$ cat config.mk
export PLATFORM = sky130hd
export DESIGN_NAME = selective_repeat_receiver
export DESIGN_NICKNAME = d
export VERILOG_FILES = /design/src/design/srr_pkg.sv /design/src/design/srr_ram.sv /design/src/design/srr_apb.sv /design/src/design/srr_engine.sv /design/src/design/selective_repeat_receiver.sv
export SDC_FILE = /design/constraint.sdc
export NUM_CORES = 1
export LEC_CHECK = 0
export BUFFER_PORTS_ARGS = -buffer_cell sky130_fd_sc_hd__buf_4
export CORE_ASPECT_RATIO = 1.1
export CORE_MARGIN = 10
export CORE_UTILIZATION = 50
export DETAILED_ROUTE_END_ITERATION = 10
export PLACE_DENSITY = 0.69
export SLEW_MARGIN = 25
export SYNTH_ARGS = -nofsm -noshare
export SYNTH_HDL_FRONTEND = slang
export SYNTH_SLANG_ARGS = --single-unit
$ cat constraint.sdc
create_clock -name clk -period 6.5 [get_ports clk]
set_input_delay 0.65 -clock clk [delete_from_list [all_inputs] [get_ports clk]]
set_output_delay 0.65 -clock clk [all_outputs]
set_load 0.005 [all_outputs]
$ cat src/design/srr_pkg.sv
// Shared constants, codes and types of the selective-repeat receiver.
`default_nettype none
package srr_pkg;

	localparam int MAX_PACKETS  = 256;
	localparam int PAYLOAD_SIZE = 1024;
	localparam int ADDR_W       = $clog2(MAX_PACKETS);
	localparam int BASE_W       = ADDR_W + 1;

	localparam int SEQ_W    = 16;
	localparam int BYTES_W  = 11;
	localparam int OFFS_W   = 18;
	localparam int WBASE_W  = 9;
	localparam int TOTAL_W  = 19;
	localparam int WIN_W    = 5;
	localparam int STATUS_W = 2;

	localparam logic [TOTAL_W-1:0] TOTAL_MAX  = {TOTAL_W{1'b1}};
	localparam logic [WIN_W-1:0]   WIN_RESET  = WIN_W'(4);
	localparam logic [WIN_W-1:0]   WIN_MIN    = WIN_W'(1);
	localparam logic [WIN_W-1:0]   WIN_LIMIT  = WIN_W'(16);

	// register index of window_size (paddr[2])
	localparam logic REG_WINDOW = 1'b0;

	typedef enum logic [STATUS_W-1:0] {
		STAT_DROP  = 2'd0,
		STAT_DUP   = 2'd1,
		STAT_NEW   = 2'd2,
		STAT_RANGE = 2'd3
	} srr_status_t;

	typedef enum logic [2:0] {
		ST_CLEAR,
		ST_IDLE,
		ST_CHECK,
		ST_WALK_RD,
		ST_WALK,
		ST_FIN
	} srr_state_t;

	typedef struct packed {
		logic [TOTAL_W-1:0]  total_bytes;
		logic                transfer_done;
		logic [WBASE_W-1:0]  window_base;
		logic [OFFS_W-1:0]   write_offset;
		logic                write_enable;
		logic [SEQ_W-1:0]    ack_number;
		logic                send_ack;
		srr_status_t         status;
	} srr_result_t;

endpackage
`default_nettype wire

$ cat src/design/srr_ram.sv
// Generic single-write, single-read RAM with registered read data.
`default_nettype none
module srr_ram #(
	parameter int WIDTH = 1,
	parameter int DEPTH = 256
) (
	input  wire logic                     clk,
	input  wire logic                     we,
	input  wire logic [$clog2(DEPTH)-1:0] waddr,
	input  wire logic [WIDTH-1:0]         wdata,
	input  wire logic [$clog2(DEPTH)-1:0] raddr,
	output logic      [WIDTH-1:0]         rdata
);

	logic [WIDTH-1:0] mem_q [DEPTH];

	always_ff @(posedge clk) begin
		if (we) begin
			mem_q[waddr] <= wdata;
		end
		rdata <= mem_q[raddr];
	end

endmodule
`default_nettype wire

$ cat src/design/srr_apb.sv
// APB register block: holds window_size.
`default_nettype none
module srr_apb (
	input  wire logic                      clk,
	input  wire logic                      arst_n,
	input  wire logic                      psel,
	input  wire logic                      penable,
	input  wire logic                      pwrite,
	input  wire logic [2:0]                paddr,
	input  wire logic [31:0]               pwdata,
	output logic      [31:0]               prdata,
	output logic                           pready,
	output logic      [srr_pkg::WIN_W-1:0] window_size
);
	import srr_pkg::*;

	logic [WIN_W-1:0] window_q;
	logic             wr_en;

	assign pready = 1'b1;
	assign wr_en  = psel && penable && pwrite && pready && (paddr[2] == REG_WINDOW);

	always_ff @(posedge clk or negedge arst_n) begin
		if (!arst_n) begin
			window_q <= WIN_RESET;
		end else if (wr_en) begin
			window_q <= pwdata[WIN_W-1:0];
		end
	end

	assign prdata      = (paddr[2] == REG_WINDOW) ? 32'(window_q) : 32'd0;
	assign window_size = window_q;

endmodule
`default_nettype wire

$ cat src/design/srr_engine.sv
// Sequencer around the received bitmap: lookup, mark, base walk, clear sweep.
`default_nettype none
module srr_engine (
	input  wire logic                        clk,
	input  wire logic                        arst_n,
	input  wire logic [srr_pkg::WIN_W-1:0]   window_size,
	input  wire logic                        in_valid,
	output logic                             in_ready,
	input  wire logic [srr_pkg::SEQ_W-1:0]   in_seq,
	input  wire logic                        in_last,
	input  wire logic [srr_pkg::BYTES_W-1:0] in_bytes,
	output logic                             res_valid,
	input  wire logic                        res_ready,
	output srr_pkg::srr_result_t             res
);
	import srr_pkg::*;

	srr_state_t state_q, state_d;

	logic [ADDR_W-1:0]  clr_cnt_q;
	logic [SEQ_W-1:0]   seq_q;
	logic               last_q;
	logic [BYTES_W-1:0] bytes_q;
	logic [BASE_W-1:0]  base_q;
	logic               last_known_q;
	logic [ADDR_W-1:0]  last_index_q;
	logic [TOTAL_W-1:0] total_q;
	srr_status_t        status_q;

	logic               ram_we;
	logic [ADDR_W-1:0]  ram_waddr;
	logic [0:0]         ram_wdata;
	logic [ADDR_W-1:0]  ram_raddr;
	logic [0:0]         ram_rdata;

	logic [WIN_W-1:0]   win_eff;
	logic [SEQ_W:0]     win_limit;
	logic               over_win;
	logic               beyond_map;
	logic [TOTAL_W:0]   total_sum;
	logic [BASE_W-1:0]  base_inc;
	logic               is_new;
	logic               done;
	logic               accept;

	srr_ram #(.WIDTH(1), .DEPTH(MAX_PACKETS)) u_map (
		.clk   (clk),
		.we    (ram_we),
		.waddr (ram_waddr),
		.wdata (ram_wdata),
		.raddr (ram_raddr),
		.rdata (ram_rdata)
	);

	// window size clamped to 1..16
	always_comb begin
		if (window_size < WIN_MIN) begin
			win_eff = WIN_MIN;
		end else if (window_size > WIN_LIMIT) begin
			win_eff = WIN_LIMIT;
		end else begin
			win_eff = window_size;
		end
	end

	assign win_limit  = (SEQ_W+1)'(base_q) + (SEQ_W+1)'(win_eff);
	assign over_win   = {1'b0, seq_q} >= win_limit;
	assign beyond_map = seq_q >= SEQ_W'(MAX_PACKETS);
	assign total_sum  = {1'b0, total_q} + (TOTAL_W+1)'(bytes_q);
	assign base_inc   = base_q + BASE_W'(1);
	assign is_new     = (status_q == STAT_NEW);
	assign done       = is_new && last_known_q && (base_q > BASE_W'(last_index_q));
	assign accept     = in_valid && in_ready;

	always_ff @(posedge clk or negedge arst_n) begin
		if (!arst_n) begin
			state_q <= ST_CLEAR;
		end else begin
			state_q <= state_d;
		end
	end

	always_comb begin
		state_d   = state_q;
		in_ready  = 1'b0;
		res_valid = 1'b0;
		ram_we    = 1'b0;
		ram_waddr = seq_q[ADDR_W-1:0];
		ram_wdata = 1'b1;
		ram_raddr = in_seq[ADDR_W-1:0];
		unique case (state_q)
			ST_CLEAR: begin
				ram_we    = 1'b1;
				ram_waddr = clr_cnt_q;
				ram_wdata = 1'b0;
				if (clr_cnt_q == ADDR_W'(MAX_PACKETS - 1)) begin
					state_d = ST_IDLE;
				end
			end
			ST_IDLE: begin
				in_ready = 1'b1;
				if (in_valid) begin
					state_d = ST_CHECK;
				end
			end
			ST_CHECK: begin
				if (!over_win && !beyond_map && !ram_rdata[0]) begin
					ram_we  = 1'b1;
					state_d = ST_WALK_RD;
				end else begin
					state_d = ST_FIN;
				end
			end
			ST_WALK_RD: begin
				ram_raddr = base_q[ADDR_W-1:0];
				state_d   = ST_WALK;
			end
			ST_WALK: begin
				ram_raddr = base_inc[ADDR_W-1:0];
				if (!ram_rdata[0] || base_inc == BASE_W'(MAX_PACKETS)) begin
					state_d = ST_FIN;
				end
			end
			ST_FIN: begin
				res_valid = 1'b1;
				if (res_ready) begin
					state_d = done ? ST_CLEAR : ST_IDLE;
				end
			end
			default: state_d = ST_CLEAR;
		endcase
	end

	// per-transfer state
	always_ff @(posedge clk or negedge arst_n) begin
		if (!arst_n) begin
			clr_cnt_q    <= '0;
			base_q       <= '0;
			last_known_q <= 1'b0;
			last_index_q <= '0;
			total_q      <= '0;
			status_q     <= STAT_DROP;
		end else begin
			if (state_q == ST_CLEAR) begin
				clr_cnt_q <= clr_cnt_q + ADDR_W'(1);
			end
			if (state_q == ST_CHECK) begin
				priority if (over_win) begin
					status_q <= STAT_DROP;
				end else if (beyond_map) begin
					status_q <= STAT_RANGE;
				end else if (ram_rdata[0]) begin
					status_q <= STAT_DUP;
				end else begin
					status_q <= STAT_NEW;
					total_q  <= (total_sum > (TOTAL_W+1)'(TOTAL_MAX)) ?
						TOTAL_MAX : total_sum[TOTAL_W-1:0];
					if (last_q) begin
						last_known_q <= 1'b1;
						last_index_q <= seq_q[ADDR_W-1:0];
					end
				end
			end
			if (state_q == ST_WALK && ram_rdata[0]) begin
				base_q <= base_inc;
			end
			if (state_q == ST_FIN && res_ready && done) begin
				clr_cnt_q    <= '0;
				base_q       <= '0;
				last_known_q <= 1'b0;
				last_index_q <= '0;
				total_q      <= '0;
			end
		end
	end

	// captured header
	always_ff @(posedge clk) begin
		if (accept) begin
			seq_q   <= in_seq;
			last_q  <= in_last;
			bytes_q <= in_bytes;
		end
	end

	always_comb begin
		res.status        = status_q;
		res.send_ack      = (status_q == STAT_DUP) || is_new;
		res.ack_number    = res.send_ack ? seq_q : '0;
		res.write_enable  = is_new;
		res.write_offset  = is_new ? OFFS_W'(seq_q * PAYLOAD_SIZE) : '0;
		res.window_base   = WBASE_W'(base_q);
		res.transfer_done = done;
		res.total_bytes   = total_q;
	end

endmodule
`default_nettype wire

$ cat src/design/selective_repeat_receiver.sv
// Sequence: a header taken in idle is checked against the received bitmap; dropped, duplicate
// and out-of-range packets go straight to the result, while a new packet is marked and the base
// then walks over 0..16 received entries through the single read port of the bitmap.
// One header is handled at a time: the next is taken only once the result is parked in the output register.
// Reset: asynchronous, active low; a clearing pass then runs over the bitmap before
// the first header is taken, and the same pass follows each completed transfer.
`default_nettype none
module selective_repeat_receiver (
	input  wire logic        clk,
	input  wire logic        arst_n,
	// header stream
	input  wire logic        s_axis_tvalid,
	output logic             s_axis_tready,
	input  wire logic [31:0] s_axis_tdata,  // seq_number[15:0], payload_bytes[26:16], zero fill
	input  wire logic        s_axis_tlast,  // last_flag
	// result stream
	output logic             m_axis_tvalid,
	input  wire logic        m_axis_tready,
	// send_ack[0], ack_number[16:1], write_enable[17], write_offset[35:18],
	// window_base[44:36], total_bytes[63:45]
	output logic [63:0]      m_axis_tdata,
	output logic [1:0]       m_axis_tuser,  // status
	output logic             m_axis_tlast,  // transfer_done
	// configuration
	input  wire logic        psel,
	input  wire logic        penable,
	input  wire logic        pwrite,
	input  wire logic [2:0]  paddr,
	input  wire logic [31:0] pwdata,
	output logic      [31:0] prdata,
	output logic             pready
);
	import srr_pkg::*;

	logic [WIN_W-1:0] window_size;
	logic             res_valid;
	logic             res_ready;
	srr_result_t      res;
	srr_result_t      out_q;
	logic             out_valid_q;

	srr_apb u_apb (
		.clk         (clk),
		.arst_n      (arst_n),
		.psel        (psel),
		.penable     (penable),
		.pwrite      (pwrite),
		.paddr       (paddr),
		.pwdata      (pwdata),
		.prdata      (prdata),
		.pready      (pready),
		.window_size (window_size)
	);

	srr_engine u_engine (
		.clk         (clk),
		.arst_n      (arst_n),
		.window_size (window_size),
		.in_valid    (s_axis_tvalid),
		.in_ready    (s_axis_tready),
		.in_seq      (s_axis_tdata[SEQ_W-1:0]),
		.in_last     (s_axis_tlast),
		.in_bytes    (s_axis_tdata[SEQ_W+BYTES_W-1:SEQ_W]),
		.res_valid   (res_valid),
		.res_ready   (res_ready),
		.res         (res)
	);

	// Output register: the engine moves on (idle, or the clearing pass) once its result is parked here.
	assign res_ready = !out_valid_q || m_axis_tready;

	always_ff @(posedge clk or negedge arst_n) begin
		if (!arst_n) begin
			out_valid_q <= 1'b0;
		end else if (res_ready) begin
			out_valid_q <= res_valid;
		end
	end

	always_ff @(posedge clk) begin
		if (res_valid && res_ready) begin
			out_q <= res;
		end
	end

	assign m_axis_tvalid = out_valid_q;
	assign m_axis_tuser  = out_q.status;
	assign m_axis_tlast  = out_q.transfer_done;
	assign m_axis_tdata  = {out_q.total_bytes, out_q.window_base, out_q.write_offset,
		out_q.write_enable, out_q.ack_number, out_q.send_ack};

endmodule
`default_nettype wire

==> results.sh, run 1 <==
export IMPL_p_int_w=0.00573
export IMPL_tightest_slew_ns=1.14
export IMPL_grt_pass1_wl_microns=73200
export IMPL_routed_top_layer="met4"
export IMPL_grt_total_usage_pct=20.3
export IMPL_drt_wl_total_microns=47500
export IMPL_yosysWarnings=0
export IMPL_cap_violations=0
export IMPL_drt_iter0_drc=1274
export IMPL_pwr_share_comb_pct=34.0
export IMPL_place_inst=2185
export IMPL_gp_congestion=0.872
export IMPL_num_antenna_cells=0
export IMPL_ys_seq_area_share_pct=61.8
export IMPL_worstPathMaxFanout=16
export IMPL_die_area_sq_um=45900
export IMPL_synthSimpleGateAreaFrac_pct=17.3
export IMPL_initial_utilization_pct=50.7
export IMPL_clock_sinks=398
export IMPL_setup_slack_ns=0.984
export IMPL_cts_root_buf="clkbuf_16"
export IMPL_cts_hold_buf=0
export IMPL_fin_tns_setup_ns=0
export IMPL_finClkSkew_ns=0.0193
export IMPL_synth_edf_count=341
export IMPL_chipWidth_microns=205
export IMPL_io_pins=177
export IMPL_fp_dieH_microns=224
export IMPL_cts_resized=0
export IMPL_first_pass_iters=6
export IMPL_drv_slew=0
export IMPL_finalCritPeriodShare_pct=84.9
export IMPL_fmax_mhz=181
export IMPL_synth_area_leader_cell="edfxtp_1"
export IMPL_cts_htree_levels=2
export IMPL_grt_antenna_before_repair=0
export IMPL_route_layer_met1_wl_microns=18800
export IMPL_avgSynthCellArea_sq_um=11.3
export IMPL_viasPerCell=5.83
export IMPL_worstSetupEndpointType="register"
export IMPL_rows=74
export IMPL_synthAdderAreaFrac_pct=2.66
export IMPL_wl_met2_microns=23400
export IMPL_insertion_delay_ns=0.55
export IMPL_core_sq_um=37200
export IMPL_finalSetupViolations=0
export IMPL_clockPowerShare_pct=26.9
export IMPL_required_ns=6.73
export IMPL_vias=13200
export IMPL_synth_top_family_by_area="simple AND/OR/NAND/NOR gates"
export IMPL_cts_tree="done"
export IMPL_netlist_instances=1665
export IMPL_final_cells=2260
export IMPL_drc=0
export IMPL_cp_start_kind="register"
export IMPL_swShare_pct=36.6
export IMPL_seq_power_share_pct=39.2
export IMPL_yosysUniqueCellTypes=75
export IMPL_arrival_ns=5.74
export IMPL_netlist_area_leader_share_pct=54.2
export IMPL_synth_area_sq_um=18900
export IMPL_synth_most_common_cell="edfxtp_1"
export IMPL_ys_ff_latch=398
export IMPL_irDropWorstVdd_mv=0.300
export IMPL_ant_nets=0
export IMPL_hpwl_microns=30000
export IMPL_fin_nets=1848
export IMPL_place_ws_ns=1.01
export IMPL_status="finished, final reports clean"
export IMPL_hold_path_class="in2async"
export IMPL_areaGrowthSynthToFinish_pct=12.5
export IMPL_grt_overflow=0
export IMPL_path_class="reg2reg"
export IMPL_max_slew_margin_pct=24.0
export IMPL_period_needed_ns=5.52
export IMPL_synth_area_leaders="edfxtp_1, dfrtp_1, nor2_1, nand2_1, mux2i_1"
export IMPL_yosys_most_used_dff="edfxtp_1"
export IMPL_cts_max_path_buffers=3
export IMPL_switchingPower_w=0.00332
export IMPL_clk_pin_slew_ns=0.06
export IMPL_drt_wirelength_per_cell_microns=21.0
export IMPL_synthTopCellsByCount="edfxtp_1, nor2_1, nand2_1, mux2i_1, nand3_1"
export IMPL_rsz0062_at_grt="no"
export IMPL_wl_met3_microns=4050
export IMPL_finalHoldViolations=0
export IMPL_synth_mux_area_share_pct=4.21
export IMPL_first_global_vias=12900
export IMPL_synth_compound_area_share_pct=7.87
export IMPL_synth_xor_xnor_area_share_pct=1.53
export IMPL_p_leak_nw=7.53
export IMPL_grt_max_degree=146
export IMPL_powerDensity_nw_per_um2=426
export IMPL_numCtsBuffers=41
export IMPL_async_flop_share_pct=14.1
export IMPL_portBuffers=104
export IMPL_drive_gt1_share_pct=12.5
export IMPL_post_cts_buffers=0
-- state kept, by name, summed over array words and instances (netlist names) --
signal	flops
u_engine.last_known_q	1
m_axis_tuser	2
u_engine.seq_q	16
u_engine.last_q	1
u_engine.last_index_q	8
m_axis_tdata	54
u_engine.clr_cnt_q	8
u_engine.u_map.rdata	1
u_engine.state_q	3
u_engine.u_map.mem_q	256
u_engine.status_q	2
m_axis_tvalid	1
u_apb.window_size	5
u_engine.total_q	19
m_axis_tlast	1
u_engine.bytes_q	11
u_engine.base_q	9
-- metal layers --
metal | track usage (%) | vias to the layer above
met5 | 0 | -
met1 | 25.8 | 6460
li1 | - | 6051
met2 | 34.2 | 575
met4 | 7.02 | 0
met3 | 3.80 | 96
-- final timing paths --
path                                                  endpoint  slack (ns)  cells after the start                              from
setup / recovery           u_engine.u_map.mem_q[112]$_DFFE_PP_        0.98                     18  u_apb.window_size[2]$_DFFE_PN1P_
hold reg to reg                     m_axis_tdata[58]$_DFFE_PP_        0.48                      0  u_engine.total_q[13]$_DFFE_PN0P_
min in group clk                 u_engine.bytes_q[5]$_DFFE_PP_        0.28                      1                  s_axis_tdata[21]
setup reg to reg           u_engine.u_map.mem_q[112]$_DFFE_PP_        0.98                     18  u_apb.window_size[2]$_DFFE_PN1P_
hold / removal                 u_engine.total_q[0]$_DFFE_PN0P_        0.17                      1                            arst_n
max in group asynchronous       u_engine.base_q[6]$_DFFE_PN0P_        5.80                      1                            arst_n
-- kinds of logic after synthesis --
| family | Yosys count |
|---|---|
| AOI/OAI and AO/OA | 216 |
| xor gates and xnor gates | 33 |
| adders and majority gates | 39 |
| buffers and inverters | 161 |
| DFF | 398 |
| muxes | 78 |
| other | 2 |
| and+or+nand+nor | 738 |
-- cell type report --
type	instances	area [sq um]
Clock buffer	49	1060
Sequential cell	398	11700
Timing Repair Buffer	127	957
Clock inverter	26	329
Tap cell	494	618
Inverter	24	95.1
Fill cell	3129	16000
Multi-Input combinational cell	1142	6510
-- power groups by stage --
stage	clock network (W)	registers, W	logic [W]
floorplan	0	0.00356	0.00219
global placement	0	0.00359	0.00297
detailed placement	0	0.00359	0.00304
CTS	0.00247	0.00354	0.00305
global route	0.00256	0.00357	0.00335
finish	0.00243	0.00354	0.00307
-- per-stage QoR --
stage          area (sq um)  total power, W  hold WS (ns)  utilization, %
6_report              21200         0.00905         0.174            57.0
5_1_grt               21200         0.00949         0.217            57.0
4_1_cts               21200         0.00905         0.198            57.0
3_5_place_dp          19800         0.00663         0.462            53.3
3_3_place_gp          19800         0.00655         0.461            53.3
2_1_floorplan         19000         0.00575         0.354               -
-- cells in the final DEF, fill, tap and decap left out, drive strengths merged, types with 14 or more instances in the layout --
cell type | synthesis | final
dfrtp | 55 | 55
clkinv | 0 | 16
ha | 37 | 37
mux2i | 67 | 67
a31oi | 19 | 19
and2 | 16 | 16
inv | 24 | 25
nor2 | 320 | 320
nor3 | 21 | 21
nor2b | 30 | 30
o21ai | 32 | 32
and3 | 16 | 16
clkbuf | 49 | 49
nand3 | 63 | 63
edfxtp | 341 | 341
xnor2 | 22 | 22
o22ai | 14 | 14
nand4 | 26 | 26
a21oi | 49 | 49
buf | 88 | 127
conb | 2 | 38
nand2 | 204 | 204
-- worst max-delay path, cell delays in order (launching register included) --
cell and delay [ns]:
dfstp_2 0.54, nor3_1 0.05, nor2_1 0.08, nor2_1 0.05
ha_1 0.21, fa_1 0.42, a21o_1 0.20, a21oi_1 0.21
nor2b_1 0.08, o21ai_0 0.20, xor2_1 0.26, ha_1 0.29
a21oi_1 0.14, nor3_1 0.07, nor3_1 0.36, a31oi_2 0.25
nor4_1 0.67, nand2_1 0.76, nor2_1 0.35
(Power assumes the default switching activity.)
==> run 2: changes to the inputs <==
PLACE_DENSITY = 0.66   (was 0.69)
clock period = 5.1 ns   (was 6.5 ns; I/O delays follow)
==> run 2 against run 1 <==
Against the previous run:
- hold slack got worse by 0.16 ns
- clock power grew 22%
- utilization up 0.54 points
- clock skew shrank 0.0021 ns
- die area unchanged
- via count rose by 0.86%
- sequential share of layout area is 0.52 points lower
- total power increased by 28%
- count of clock-buffer cells in the layout is 5 higher
- design area increased by 0.95%
- critical path type unchanged
- highest routed layer unchanged
==> results.sh, run 2 (same netlist as run 1, synthesis figures left out) <==
export IMPL_mostFrequentLayoutCell="edfxtp_1"
export IMPL_viasPerCell=5.81
export IMPL_first_global_vias=13000
export IMPL_finalSetupViolations=0
export IMPL_num_antenna_cells=0
export IMPL_finalHoldViolations=0
export IMPL_core_sq_um=37200
export IMPL_drt_wl_total_microns=48600
export IMPL_period_needed_ns=4.73
export IMPL_drv_slew=0
export IMPL_p_leak_nw=7.65
export IMPL_regToRegSetupSlack_ns=0.37
export IMPL_fin_tns_setup_ns=0
export IMPL_numCtsBuffers=42
export IMPL_status="finished, final reports clean"
export IMPL_worst_r2r_cell_count=21
export IMPL_grt_antenna_before_repair=0
export IMPL_finish_utilization_pct=57.6
export IMPL_drc=0
export IMPL_finClkSkew_ns=0.0172
export IMPL_hpwl_microns=31300
export IMPL_post_cts_buffers=0
export IMPL_drt_iter0_drc=1213
export IMPL_powerDensity_nw_per_um2=539
export IMPL_r2r_end="u_engine.u_map.mem_q[142]$_DFFE_PP_"
export IMPL_initial_utilization_pct=50.7
export IMPL_cts_root_buf="clkbuf_16"
export IMPL_chipWidth_microns=205
export IMPL_cts_tree="done"
export IMPL_rsz0062_at_grt="no"
export IMPL_nFillCells=3130
export IMPL_grt_overflow=0
export IMPL_finalCritPeriodShare_pct=92.8
export IMPL_seq_area_sq_um=11700
export IMPL_clk_pin_slew_ns=0.06
export IMPL_clockPowerShare_pct=25.7
export IMPL_swShare_pct=37.0
export IMPL_p_int_w=0.00728
export IMPL_required_ns=5.39
export IMPL_fmax_mhz=211
export IMPL_largest_reg_flops=256
export IMPL_io_pins=177
export IMPL_multi_input_area_sq_um=6530
export IMPL_arrival_ns=5.02
export IMPL_path_class="reg2reg"
export IMPL_fp_dieH_microns=224
export IMPL_insertion_delay_ns=0.55
export IMPL_pwr_share_comb_pct=35.4
export IMPL_tightest_slew_ns=1.04
export IMPL_grt_pass1_wl_microns=74500
export IMPL_cp_start_kind="register"
export IMPL_first_pass_iters=6
export IMPL_cap_violations=0
export IMPL_rows=74
export IMPL_cts_htree_levels=2
export IMPL_largest_register="u_engine.u_map.mem_q"
export IMPL_clock_sinks=398
export IMPL_cts_max_path_buffers=3
export IMPL_vias=13300
export IMPL_fin_nets=1878
export IMPL_hold_path_class="in2async"
export IMPL_drive_gt1_share_pct=14.0
export IMPL_switchingPower_w=0.00427
export IMPL_worstPathMaxFanout=10
export IMPL_seq_power_share_pct=38.8
export IMPL_gp_congestion=0.868
export IMPL_die_area_sq_um=45900
export IMPL_grt_total_usage_pct=20.7
export IMPL_grt_max_degree=97
export IMPL_ant_nets=0
export IMPL_areaGrowthSynthToFinish_pct=13.5
export IMPL_mostFrequentLayoutCells="edfxtp_1, nor2_1, nand2_1, buf_4, mux2i_1"
export IMPL_cp_startpoint="u_apb.window_size[2]$_DFFE_PN1P_"
export IMPL_irDropWorstVdd_mv=0.303
export IMPL_drt_wirelength_per_cell_microns=21.2
export IMPL_worstSetupEndpointType="register"
export IMPL_portBuffers=104
export IMPL_max_slew_margin_pct=30.9
export IMPL_r2r_start="u_apb.window_size[2]$_DFFE_PN1P_"
## run 2: cell types whose count changed in the layout (fill, tap and decap cells not counted), moves of 2 or more
cell | before | now
clkbuf_8 | 0 | 3
buf_12 | 0 | 2
bufinv_16 | 7 | 3
buf_4 | 126 | 154
## run 2: what timing repair did
| action | CTS | global route |
|---|---|---|
| hold buffers | 0 | 0 |
| endpoints found under the hold margin | 0 | 0 |
| gates resized for setup | 0 | 2 |
| endpoints found under the setup margin | 0 | 159 |
## run 2: layout make-up
type / count / share of cell area [%]
Sequential cell: 398 / 54.4
Inverter: 24 / 0.444
Clock inverter: 22 / 0.975
Clock buffer: 54 / 5.25
Tap cell: 494 / 2.88
Multi-Input combinational cell: 1142 / 30.4
Timing Repair Buffer: 156 / 5.58
## run 2: worst max-delay path by stage
| stage | to | cells after the start | slack [ns] |
|---|---|---|---|
| floorplan | u_engine.total_q[18]$_DFFE_PN0P_ | 8 | 0.63 |
| global placement | u_engine.u_map.mem_q[122]$_DFFE_PP_ | 19 | 0.44 |
| detailed placement | u_engine.u_map.mem_q[55]$_DFFE_PP_ | 19 | 0.29 |
| CTS | u_engine.u_map.mem_q[119]$_DFFE_PP_ | 19 | 0.25 |
| global route | u_engine.u_map.mem_q[122]$_DFFE_PP_ | 19 | 0.1 |
| finish | u_engine.u_map.mem_q[142]$_DFFE_PP_ | 21 | 0.37 |
## run 2: layer usage
| metal | part of all wire (%) | up-vias | track usage (%) |
|---|---|---|---|
| met4 | 2.9 | 0 | 7.21 |
| met1 | 41 | 6534 | 26.5 |
| met2 | 49 | 552 | 35.1 |
| met5 | 0 | - | 0 |
| met3 | 7.6 | 96 | 3.32 |
| li1 | - | 6114 | - |
## run 2: worst max-delay path: stages, from the launching register on
cell and delay (ns):
dfstp_2 0.54, nor3_1 0.05, nor2_1 0.09, nor2_1 0.05
ha_1 0.22, fa_1 0.42, a21o_1 0.20, a21oi_1 0.24
nor2b_1 0.09, o21ai_0 0.19, xor2_1 0.12, ha_1 0.32
nand4_1 0.09, nor2_1 0.15, a21oi_1 0.10, a311o_1 0.36
a31oi_2 0.41, nor4_1 0.10, buf_4 0.18, nand2_1 0.13
buf_4 0.29, nor2_1 0.10
## run 2: power groups by stage
stage	combinational, W	sequential (W)	clock (W)
detailed placement	0.00404	0.00455	0
CTS	0.00406	0.00448	0.00302
global placement	0.00397	0.00454	0
finish	0.00409	0.00449	0.00297
floorplan	0.00279	0.00448	0
global route	0.00447	0.00452	0.00315
## run 2: metrics by stage
stage | setup slack (ns) | std cells | power (W) | area (sq um) | hold slack, ns
finish | 0.369 | 2290 | 0.0116 | 21400 | 0.0130
CTS | 0.247 | 2290 | 0.0116 | 21400 | 0.0442
global placement | 0.436 | 2214 | 0.00851 | 20100 | 0.462
floorplan | 0.630 | 1701 | 0.00727 | 19000 | 0.214
global route | 0.0968 | 2290 | 0.0121 | 21400 | 0.0803
detailed placement | 0.285 | 2214 | 0.00859 | 20100 | 0.462
